$ cat src/hdl/cwcv_pkg.sv
package cwcv_pkg;

	localparam int CHAN_W      = 16;
	localparam int NUM_CHANS   = 4;
	localparam int NUM_CLASSES = 5;
	localparam int CLASS_W     = 3;
	localparam int RANK_W      = 3;
	localparam int COUNT_W     = 7;

	typedef logic [CHAN_W-1:0]  chan_t;
	typedef logic [CLASS_W-1:0] class_t;
	typedef logic [RANK_W-1:0]  rank_t;
	typedef logic [COUNT_W-1:0] count_t;

	localparam class_t CLASS_GREEN   = 3'd0;
	localparam class_t CLASS_YELLOW  = 3'd1;
	localparam class_t CLASS_ORANGE  = 3'd2;
	localparam class_t CLASS_RED     = 3'd3;
	localparam class_t CLASS_NOTHING = 3'd4;

	localparam count_t SAMPLE_COUNT_RESET = 7'd10;

	// Channel order inside a box: red, green, blue, clear.
	// Lower bound inclusive, upper bound exclusive.
	localparam chan_t BOX_LO [NUM_CLASSES][NUM_CHANS] = '{
		'{16'd65, 16'd76, 16'd33, 16'd62},
		'{16'd40, 16'd60, 16'd21, 16'd48},
		'{16'd43, 16'd70, 16'd28, 16'd71},
		'{16'd65, 16'd89, 16'd44, 16'd96},
		'{16'd84, 16'd90, 16'd50, 16'd99}
	};
	localparam chan_t BOX_HI [NUM_CLASSES][NUM_CHANS] = '{
		'{16'd75,  16'd87,  16'd38, 16'd72},
		'{16'd47,  16'd71,  16'd25, 16'd56},
		'{16'd53,  16'd84,  16'd33, 16'd84},
		'{16'd75,  16'd106, 16'd53, 16'd112},
		'{16'd102, 16'd107, 16'd61, 16'd116}
	};

	typedef struct packed {
		count_t winning_votes;
		class_t majority_class;
	} result_t;

endpackage

$ cat src/hdl/cwcv_classify.sv
module cwcv_classify (
	input  cwcv_pkg::chan_t  red_period,
	input  cwcv_pkg::chan_t  green_period,
	input  cwcv_pkg::chan_t  blue_period,
	input  cwcv_pkg::chan_t  clear_period,
	output cwcv_pkg::class_t color_class
);

	cwcv_pkg::chan_t ch [cwcv_pkg::NUM_CHANS];
	logic [cwcv_pkg::NUM_CLASSES-1:0] hit;

	assign ch[0] = red_period;
	assign ch[1] = green_period;
	assign ch[2] = blue_period;
	assign ch[3] = clear_period;

	always_comb begin
		for (int b = 0; b < cwcv_pkg::NUM_CLASSES; b++) begin
			hit[b] = 1'b1;
			for (int c = 0; c < cwcv_pkg::NUM_CHANS; c++) begin
				if (ch[c] < cwcv_pkg::BOX_LO[b][c] || ch[c] >= cwcv_pkg::BOX_HI[b][c]) begin
					hit[b] = 1'b0;
				end
			end
		end
	end

	// Earlier box wins; violet maps onto nothing like a miss does.
	always_comb begin
		color_class = cwcv_pkg::CLASS_NOTHING;
		for (int b = cwcv_pkg::NUM_CLASSES - 1; b >= 0; b--) begin
			if (hit[b]) begin
				color_class = cwcv_pkg::class_t'(b);
			end
		end
	end

endmodule

$ cat src/hdl/cwcv_vote.sv
module cwcv_vote #(
	parameter int MAX_SAMPLES = 64
) (
	input  logic               clk,
	input  logic               arst_n,
	input  logic               cfg_we,
	input  cwcv_pkg::count_t   cfg_data,
	input  logic               in_valid,
	output logic               in_ready,
	input  cwcv_pkg::class_t   in_class,
	output logic               out_valid,
	input  logic               out_ready,
	output cwcv_pkg::result_t  out_result
);

	localparam int VW = $clog2(MAX_SAMPLES + 1);
	localparam int CW = (VW > cwcv_pkg::COUNT_W) ? VW : cwcv_pkg::COUNT_W;

	cwcv_pkg::count_t  sample_count_q;
	logic [VW-1:0]     votes_q [cwcv_pkg::NUM_CLASSES];
	cwcv_pkg::rank_t   rank_q  [cwcv_pkg::NUM_CLASSES];
	logic [cwcv_pkg::NUM_CLASSES-1:0] seen_q;
	cwcv_pkg::rank_t   next_rank_q;
	logic [VW-1:0]     taken_q;
	logic              out_valid_q;
	cwcv_pkg::result_t out_result_q;

	logic [VW-1:0]     votes_n [cwcv_pkg::NUM_CLASSES];
	cwcv_pkg::rank_t   rank_n  [cwcv_pkg::NUM_CLASSES];
	logic [cwcv_pkg::NUM_CLASSES-1:0] seen_n;
	logic [CW-1:0]     run_len;
	logic [CW-1:0]     taken_inc;
	logic              is_last;
	logic              out_free;
	logic              take;
	cwcv_pkg::class_t  best_c;
	logic [CW-1:0]     best_v;
	cwcv_pkg::rank_t   best_r;

	always_comb begin
		if (sample_count_q == '0) begin
			run_len = CW'(1);
		end else if (CW'(sample_count_q) > CW'(MAX_SAMPLES)) begin
			run_len = CW'(MAX_SAMPLES);
		end else begin
			run_len = CW'(sample_count_q);
		end
	end

	assign taken_inc = CW'(taken_q) + CW'(1);
	assign is_last   = taken_inc >= run_len;
	assign out_free  = !out_valid_q || out_ready;
	assign in_ready  = !is_last || out_free;
	assign take      = in_valid && in_ready;

	always_comb begin
		for (int k = 0; k < cwcv_pkg::NUM_CLASSES; k++) begin
			votes_n[k] = votes_q[k];
			rank_n[k]  = rank_q[k];
			seen_n[k]  = seen_q[k];
			if (in_class == cwcv_pkg::class_t'(k)) begin
				votes_n[k] = votes_q[k] + VW'(1);
				seen_n[k]  = 1'b1;
				if (!seen_q[k]) begin
					rank_n[k] = next_rank_q;
				end
			end
		end
	end

	// Most votes wins; on a tie the class seen first in the run wins.
	always_comb begin
		best_c = cwcv_pkg::CLASS_NOTHING;
		best_v = '0;
		best_r = '0;
		for (int k = 0; k < cwcv_pkg::NUM_CLASSES; k++) begin
			if (seen_n[k] && (CW'(votes_n[k]) > best_v ||
			    (CW'(votes_n[k]) == best_v && rank_n[k] < best_r))) begin
				best_c = cwcv_pkg::class_t'(k);
				best_v = CW'(votes_n[k]);
				best_r = rank_n[k];
			end
		end
	end

	always_ff @(posedge clk or negedge arst_n) begin
		if (!arst_n) begin
			sample_count_q <= cwcv_pkg::SAMPLE_COUNT_RESET;
			for (int k = 0; k < cwcv_pkg::NUM_CLASSES; k++) begin
				votes_q[k] <= '0;
				rank_q[k]  <= '0;
			end
			seen_q      <= '0;
			next_rank_q <= '0;
			taken_q     <= '0;
			out_valid_q <= 1'b0;
		end else begin
			if (cfg_we) begin
				sample_count_q <= cfg_data;
			end
			if (take && is_last) begin
				out_valid_q <= 1'b1;
			end else if (out_ready) begin
				out_valid_q <= 1'b0;
			end
			if (take) begin
				if (is_last) begin
					for (int k = 0; k < cwcv_pkg::NUM_CLASSES; k++) begin
						votes_q[k] <= '0;
						rank_q[k]  <= '0;
					end
					seen_q      <= '0;
					next_rank_q <= '0;
					taken_q     <= '0;
				end else begin
					for (int k = 0; k < cwcv_pkg::NUM_CLASSES; k++) begin
						votes_q[k] <= votes_n[k];
						rank_q[k]  <= rank_n[k];
					end
					seen_q  <= seen_n;
					taken_q <= taken_inc[VW-1:0];
					if (!seen_q[in_class]) begin
						next_rank_q <= next_rank_q + cwcv_pkg::rank_t'(1);
					end
				end
			end
		end
	end

	always_ff @(posedge clk) begin
		if (take && is_last) begin
			out_result_q.majority_class <= best_c;
			out_result_q.winning_votes  <= best_v[cwcv_pkg::COUNT_W-1:0];
		end
	end

	assign out_valid  = out_valid_q;
	assign out_result = out_result_q;

endmodule

$ cat src/hdl/color_window_classifier_vote.sv
// Majority vote over colour-sensor readings. Each reading (red, green, blue and
// clear pulse periods) is classified against fixed window boxes as green,
// yellow, orange, red or nothing, and counted. The reading that completes a run
// of sample_count readings (0 acts as 1, values above MAX_SAMPLES saturate)
// yields one result: the class with the most votes, ties going to the class
// that appeared first, and its vote count; the run then starts over. One
// reading is accepted every clock unless the input stalls; a reading passes
// the box-compare register and then the vote/result register before the
// result of its run shows. The input stalls only while a completing reading
// waits in the compare register for the previous result to be taken.
// The configuration channel is always ready; the user must write it only
// while the block is idle, as the block itself does not enforce this.
module color_window_classifier_vote #(
	parameter int MAX_SAMPLES = 64
) (
	input  logic        clk,
	input  logic        arst_n,
	input  logic        cfg_valid,
	output logic        cfg_ready,
	input  logic [6:0]  cfg_data,      // sample_count
	input  logic        s_axis_tvalid,
	output logic        s_axis_tready,
	input  logic [63:0] s_axis_tdata,  // red_period, green_period, blue_period, clear_period
	output logic        m_axis_tvalid,
	input  logic        m_axis_tready,
	output logic [15:0] m_axis_tdata   // majority_class[2:0], winning_votes[9:3], zero pad
);

	cwcv_pkg::class_t  class_in;
	cwcv_pkg::class_t  class_s1;
	logic              valid_s1;
	logic              vote_ready;
	cwcv_pkg::result_t result;

	cwcv_classify u_classify (
		.red_period   (s_axis_tdata[15:0]),
		.green_period (s_axis_tdata[31:16]),
		.blue_period  (s_axis_tdata[47:32]),
		.clear_period (s_axis_tdata[63:48]),
		.color_class  (class_in)
	);

	assign s_axis_tready = !valid_s1 || vote_ready;

	always_ff @(posedge clk or negedge arst_n) begin
		if (!arst_n) begin
			valid_s1 <= 1'b0;
		end else if (s_axis_tready) begin
			valid_s1 <= s_axis_tvalid;
		end
	end

	always_ff @(posedge clk) begin
		if (s_axis_tvalid && s_axis_tready) begin
			class_s1 <= class_in;
		end
	end

	assign cfg_ready = 1'b1;

	cwcv_vote #(
		.MAX_SAMPLES (MAX_SAMPLES)
	) u_vote (
		.clk        (clk),
		.arst_n     (arst_n),
		.cfg_we     (cfg_valid),
		.cfg_data   (cfg_data),
		.in_valid   (valid_s1),
		.in_ready   (vote_ready),
		.in_class   (class_s1),
		.out_valid  (m_axis_tvalid),
		.out_ready  (m_axis_tready),
		.out_result (result)
	);

	assign m_axis_tdata = {6'd0, result.winning_votes, result.majority_class};

	a_class_range: assert property (@(posedge clk) disable iff (!arst_n)
		m_axis_tvalid |-> m_axis_tdata[2:0] <= cwcv_pkg::CLASS_NOTHING)
		else $error("result class out of range");

	a_votes_nonzero: assert property (@(posedge clk) disable iff (!arst_n)
		m_axis_tvalid && (MAX_SAMPLES < 128) |-> m_axis_tdata[9:3] != 7'd0)
		else $error("winning class holds no votes");

	a_s1_hold: assert property (@(posedge clk) disable iff (!arst_n)
		valid_s1 && !vote_ready |=> valid_s1 && $stable(class_s1))
		else $error("stalled reading lost");

	a_result_source: assert property (@(posedge clk) disable iff (!arst_n)
		!m_axis_tvalid ##1 m_axis_tvalid |-> $past(valid_s1 && vote_ready))
		else $error("result without a completing reading");

endmodule
$ cat config.mk
export PLATFORM = sky130hd
export DESIGN_NAME = color_window_classifier_vote
export DESIGN_NICKNAME = d
export VERILOG_FILES = /design/src/hdl/cwcv_pkg.sv /design/src/hdl/cwcv_classify.sv /design/src/hdl/cwcv_vote.sv /design/src/hdl/color_window_classifier_vote.sv
export SDC_FILE = /design/constraint.sdc
export NUM_CORES = 1
export LEC_CHECK = 0
export ABC_AREA = 1
export BUFFER_PORTS_ARGS = -buffer_cell sky130_fd_sc_hd__buf_2
export CAP_MARGIN = 5
export CORE_AREA = 2 2 102 114
export CTS_BUF_LIST = sky130_fd_sc_hd__clkbuf_8
export DETAILED_ROUTE_END_ITERATION = 16
export DIE_AREA = 0 0 104 116
export PLACE_DENSITY = 0.87
export SETUP_SLACK_MARGIN = 0.2
export SYNTH_ARGS = -nofsm -noshare
export SYNTH_HDL_FRONTEND = slang
export SYNTH_HIERARCHICAL = 1
export SYNTH_SLANG_ARGS = --single-unit
$ cat constraint.sdc
create_clock -name clk -period 20 [get_ports clk]
set_clock_uncertainty 0.2 [all_clocks]
set_input_delay 4 -clock clk [delete_from_list [all_inputs] [get_ports clk]]
set_output_delay 4 -clock clk [all_outputs]
set_load 0.02 [all_outputs]
# Word-level counts from Yosys, hierarchy flattened
# Index checks and enable logic that the tools add are counted.
[op_classes] n_addsub=7 magnitude_cmp=43 n_eq_ne=9 mux=63 n_reduce_logical=46
[op_table] operator="$ge 16x7->1 const B" count=8
[op_table] operator="$lt 16x6->1 const B" count=7
[op_table] operator="$ge 16x6->1 const B" count=6
[op_table] operator="$lt 16x7->1 const B" count=6
[op_table] operator="$mux 7" count=13
[op_table] operator="$mux 3" count=21
[op_table] operator="$add 7x1->7 const B" count=6
[op_table] operator="$mux 35" count=1
[op_table] operator="$lt 16x5->1 const B" count=2
[op_table] operator="$eq 7x7->1" count=4
[op_table] operator="$gt 7x7->1" count=4
[op_table] operator="$mux 1" count=24
[op_table] operator="$logic_or 1x1->1" count=23
[op_table] operator="$ge 16x5->1 const B" count=1
[op_table] operator="$mux 15" count=1
[op_table] operator="$logic_not 7->1" count=2
[op_table] operator="$logic_and 1x1->1" count=13
[op_table] operator="$lt 3x3->1" count=4
[op_table] operator="$ge 7x7->1" count=1
[op_table] operator="$gt 7x1->1 const B" count=1
[op_table] operator="$gt 7x7->1 const B" count=1
[op_table] operator="$eq 3x2->1 const B" count=2
[op_table] operator="$mux 5" count=1
[op_table] operator="$lt 3x4->1 const B" count=1
[op_table] operator="13 further kinds" count=15
[word_totals] regBits=87 input_bits=76

# Logic depth before layout (Yosys ltp)
[depth] depth_word=27 mapped_depth=59 ltp_nobuf=55

# Cells and area by module
# Netlist, hierarchy kept.
[by_module_without_submodules] mod="cwcv_vote" instances=1 cells_each=771 area_per_inst_um2=5795.6 seq_area_each_um2=2129.5
[by_module_without_submodules] mod="cwcv_classify" instances=1 cells_each=226 area_per_inst_um2=975.9 seq_area_each_um2=0.0
[by_module_without_submodules] mod="color_window_classifier_vote" instances=1 cells_each=18 area_per_inst_um2=195.2 seq_area_each_um2=115.1

# Worst setup path before layout
# Ideal clock, no wire load.
[synth_timing] path_kind="input to output" startpoint="input port m_axis_tready" endpoint="output port s_axis_tready" arrival_ns=4.345 t_required_ns=15.800 slack_ns=11.455 stages=4 path_buffers=0 cell_sequence="nor2_1 > nand2_1 > inv_1 > nand2_1"
[synth_between] elab_chain_len=3
[synth_lines] element="start: declaration" line="color_window_classifier_vote.sv:25" text="input logic m_axis_tready,"
[synth_lines] element="$logic_or 1x1->1" line="cwcv_vote.sv:52" text="assign out_free = !out_valid_q || out_ready;"
[synth_lines] element="$logic_or 1x1->1" line="cwcv_vote.sv:53" text="assign in_ready = !is_last || out_free;"
[synth_lines] element="net vote_ready" line="color_window_classifier_vote.sv:32" text="logic vote_ready;"
[synth_lines] element="$logic_or 1x1->1" line="color_window_classifier_vote.sv:43" text="assign s_axis_tready = !valid_s1 || vote_ready;"
[synth_lines] element="end: declaration" line="color_window_classifier_vote.sv:22" text="output logic s_axis_tready,"
# The timed path passes the listed nets, and every way through them passes these cells.

# Worst setup path after layout
# Ends and elaborated chain as after synthesis.

==> reports/metrics.cfg <==
[run_status]
status = complete, no violations

[cells_and_area]
num_antenna_cells = 0
layout_common_cells = nand2_1, inv_1, buf_2, o21ai_0, nor2_1
syn_to_final_growth_pct = 11.10
final_common_cell = nand2_1
drive_gt1_frac = 0.1396
stdcell_area_um2 = 7740
fin_nets = 1220

[cts]
clk_latency_ns = 0.37
cts_resized = 0
post_cts_buffers = 0
clock-sinks = 87
root_buffer = clkbuf_8
numCtsBuffers = 9
tritoncts = yes
clk_pin_slew_worst_paths_ns = 0.08
htree_num_levels = 3
postCtsHoldBufs = 0
clock_path_buffers = 2

[setup_path]
path_cells = buf_2, nor2_1, nand2_1, inv_1, nand2_1, buf_2
endpoint_kind = output port
critPathTopFamily = buffers and inverters
start_kind = input pin
worstSetupPathType = in2out
arrival_ns = 4.57
worstPathMaxFanout = 2
slowest_stage = buf_2
required_ns = 15.80
worst-path-buf-inv = 3
cpPeakStageDelay_ns = 0.16

[floorplan]
top_level_ports = 95
die_area_um2 = 12060
rows = 40
die_w_um = 104
die_y_um = 116
coreArea_um2 = 10810
start_util = 0.6444

[logic_synthesis]
synth_edf_count = 13
async_flop_share = 0.8506
synthCells = 1015
synth.avg_cell_area_um2 = 6.864
ys_types = 43
synth_ff_type = dfrtp_1
netlist_area_um2 = 6967
ys_warn_count = 6
seq_area_frac_synth = 0.3222
yosys_register_bits = 87

[timing]
rsz0062_at_grt = no
slew_violations = 0
holdWs_ns = 0.2889
timing.slew.headroom = 0.3713
setup_tns_ns = 0
tightest_slew_ns = 0.9431
fin_crit_sh = 0.4383
layout_min_cycle_time_ns = 8.766
finalHoldViolations = 0
max_freq_mhz = 114.1
setup_viol = 0

[global_route]
antenna_found_initial = 0
grt_pass1_vias = 6491
grt_pass1_wl_mm = 27.87
grt_use_total = 0.2807
grt_max_degree = 75
grt-ovfl-total = 0

[power_and_ir_drop]
power_density_nw_per_um2 = 159.8
peakVddDrop_mv = 0.1099
p_leak_nw = 4.193
power_mw = 1.237

[detailed_routing]
drc = 0
drt_iter0_drc = 421
wl_per_cell_um = 12.86
vias = 6770
antenna_left = 0
via_per_inst = 5.416
routed_wl_mm = 16.08
drtPass1Iterations = 5

[worst_hold_path]
hold_path_class = reg2reg

[placement]
dp_hpwl_mm = 12.08
numPortBuffers = 87
place_area_um2 = 7502
gp_congestion = 0.8910

[flow_run]
maxCapViolCount = 0

## power breakdown
| group | leakage (nW) | switching, mW | internal, mW | total [mW] |
|---|---|---|---|---|
| logic | 2.96 | 0.526 | 0.269 | 0.796 |
| registers | 1.11 | 0.0393 | 0.255 | 0.294 |
| clock network | 0.122 | 0.0641 | 0.0825 | 0.147 |
## cells in the mapped netlist (16+ instances only)
cell     number  area share
ha_1         46       0.083
nor2_1       82       0.044
xor2_1       26       0.033
nand2_1     268        0.14
nand3_1      74       0.053
o22ai_1      25       0.022
a21oi_1      31       0.022
nor3_1       16       0.011
inv_1       154       0.083
dfrtp_1      72        0.26
o21ai_0      86       0.062
## final cells by class
class | count | area, µm²
Inverter | 162 | 608.1
Multi-Input combinational cell | 747 | 3998
Clock inverter | 7 | 113.9
Tap cell | 147 | 183.9
Timing Repair Buffer | 91 | 467.9
Sequential cell | 87 | 2245
Fill cell | 954 | 3070
Clock buffer | 9 | 123.9
## stage by stage
stage               cells  worst slack (ns)  utilization
floorplan            1020             11.45            -
global placement     1234             11.26       0.6940
detailed placement   1234             11.23       0.6940
CTS                  1250             11.23       0.7160
global route         1250             10.62       0.7160
finish               1250             11.23       0.7160
## final timing paths
check | start | end | slack, ns | cells past startpoint
max in group asynchronous | arst_n | u_vote/taken_q[5] | 15.42 | 1
min in group asynchronous | arst_n | u_vote/votes_q[23] | 3.57 | 1
worst min-delay path | u_vote/rank_q[10] | u_vote/rank_q[10] | 0.29 | 2
worst min register to register | u_vote/rank_q[10] | u_vote/rank_q[10] | 0.29 | 2
worst max register to register | class_s1[0] | u_vote/out_result[2] | 11.38 | 48
worst max-delay path | m_axis_tready | s_axis_tready | 11.23 | 6
## tightest hold or removal path, stage by stage, from the launching register on
cell and delay (ns):
dfrtp_1 0.34, nand2_1 0.05, o21ai_0 0.06
## per-layer routing
layer  up-vias  part of all wire  GRT usage
met5         -                 0          0
met4         0             0.041     0.1405
met3        60             0.052    0.03543
met2       209              0.49     0.5140
met1      3044              0.42     0.3274
li1       3457                 -          -
## sequential cells by signal, indices dropped and copies added (netlist names), 3 cells and up
register / count
u_vote/sample_count_q: 7
u_vote/seen_q: 5
u_vote/rank_q: 15
u_vote/next_rank_q: 3
class_s1: 3
u_vote/out_result: 10
u_vote/taken_q: 7
u_vote/votes_q: 35
## logic make-up after synthesis
group           after synthesis  synth area share
xor+xnor                     26           0.03269
simple gates                497            0.3159
mux                           4          0.006465
flops                        87            0.3222
buf+inv                     186            0.1067
compound gates              167            0.1324
fa+ha+maj                    46           0.08261
other cells                   2          0.001078
No activity file was read; power rests on OpenSTA's default activity.
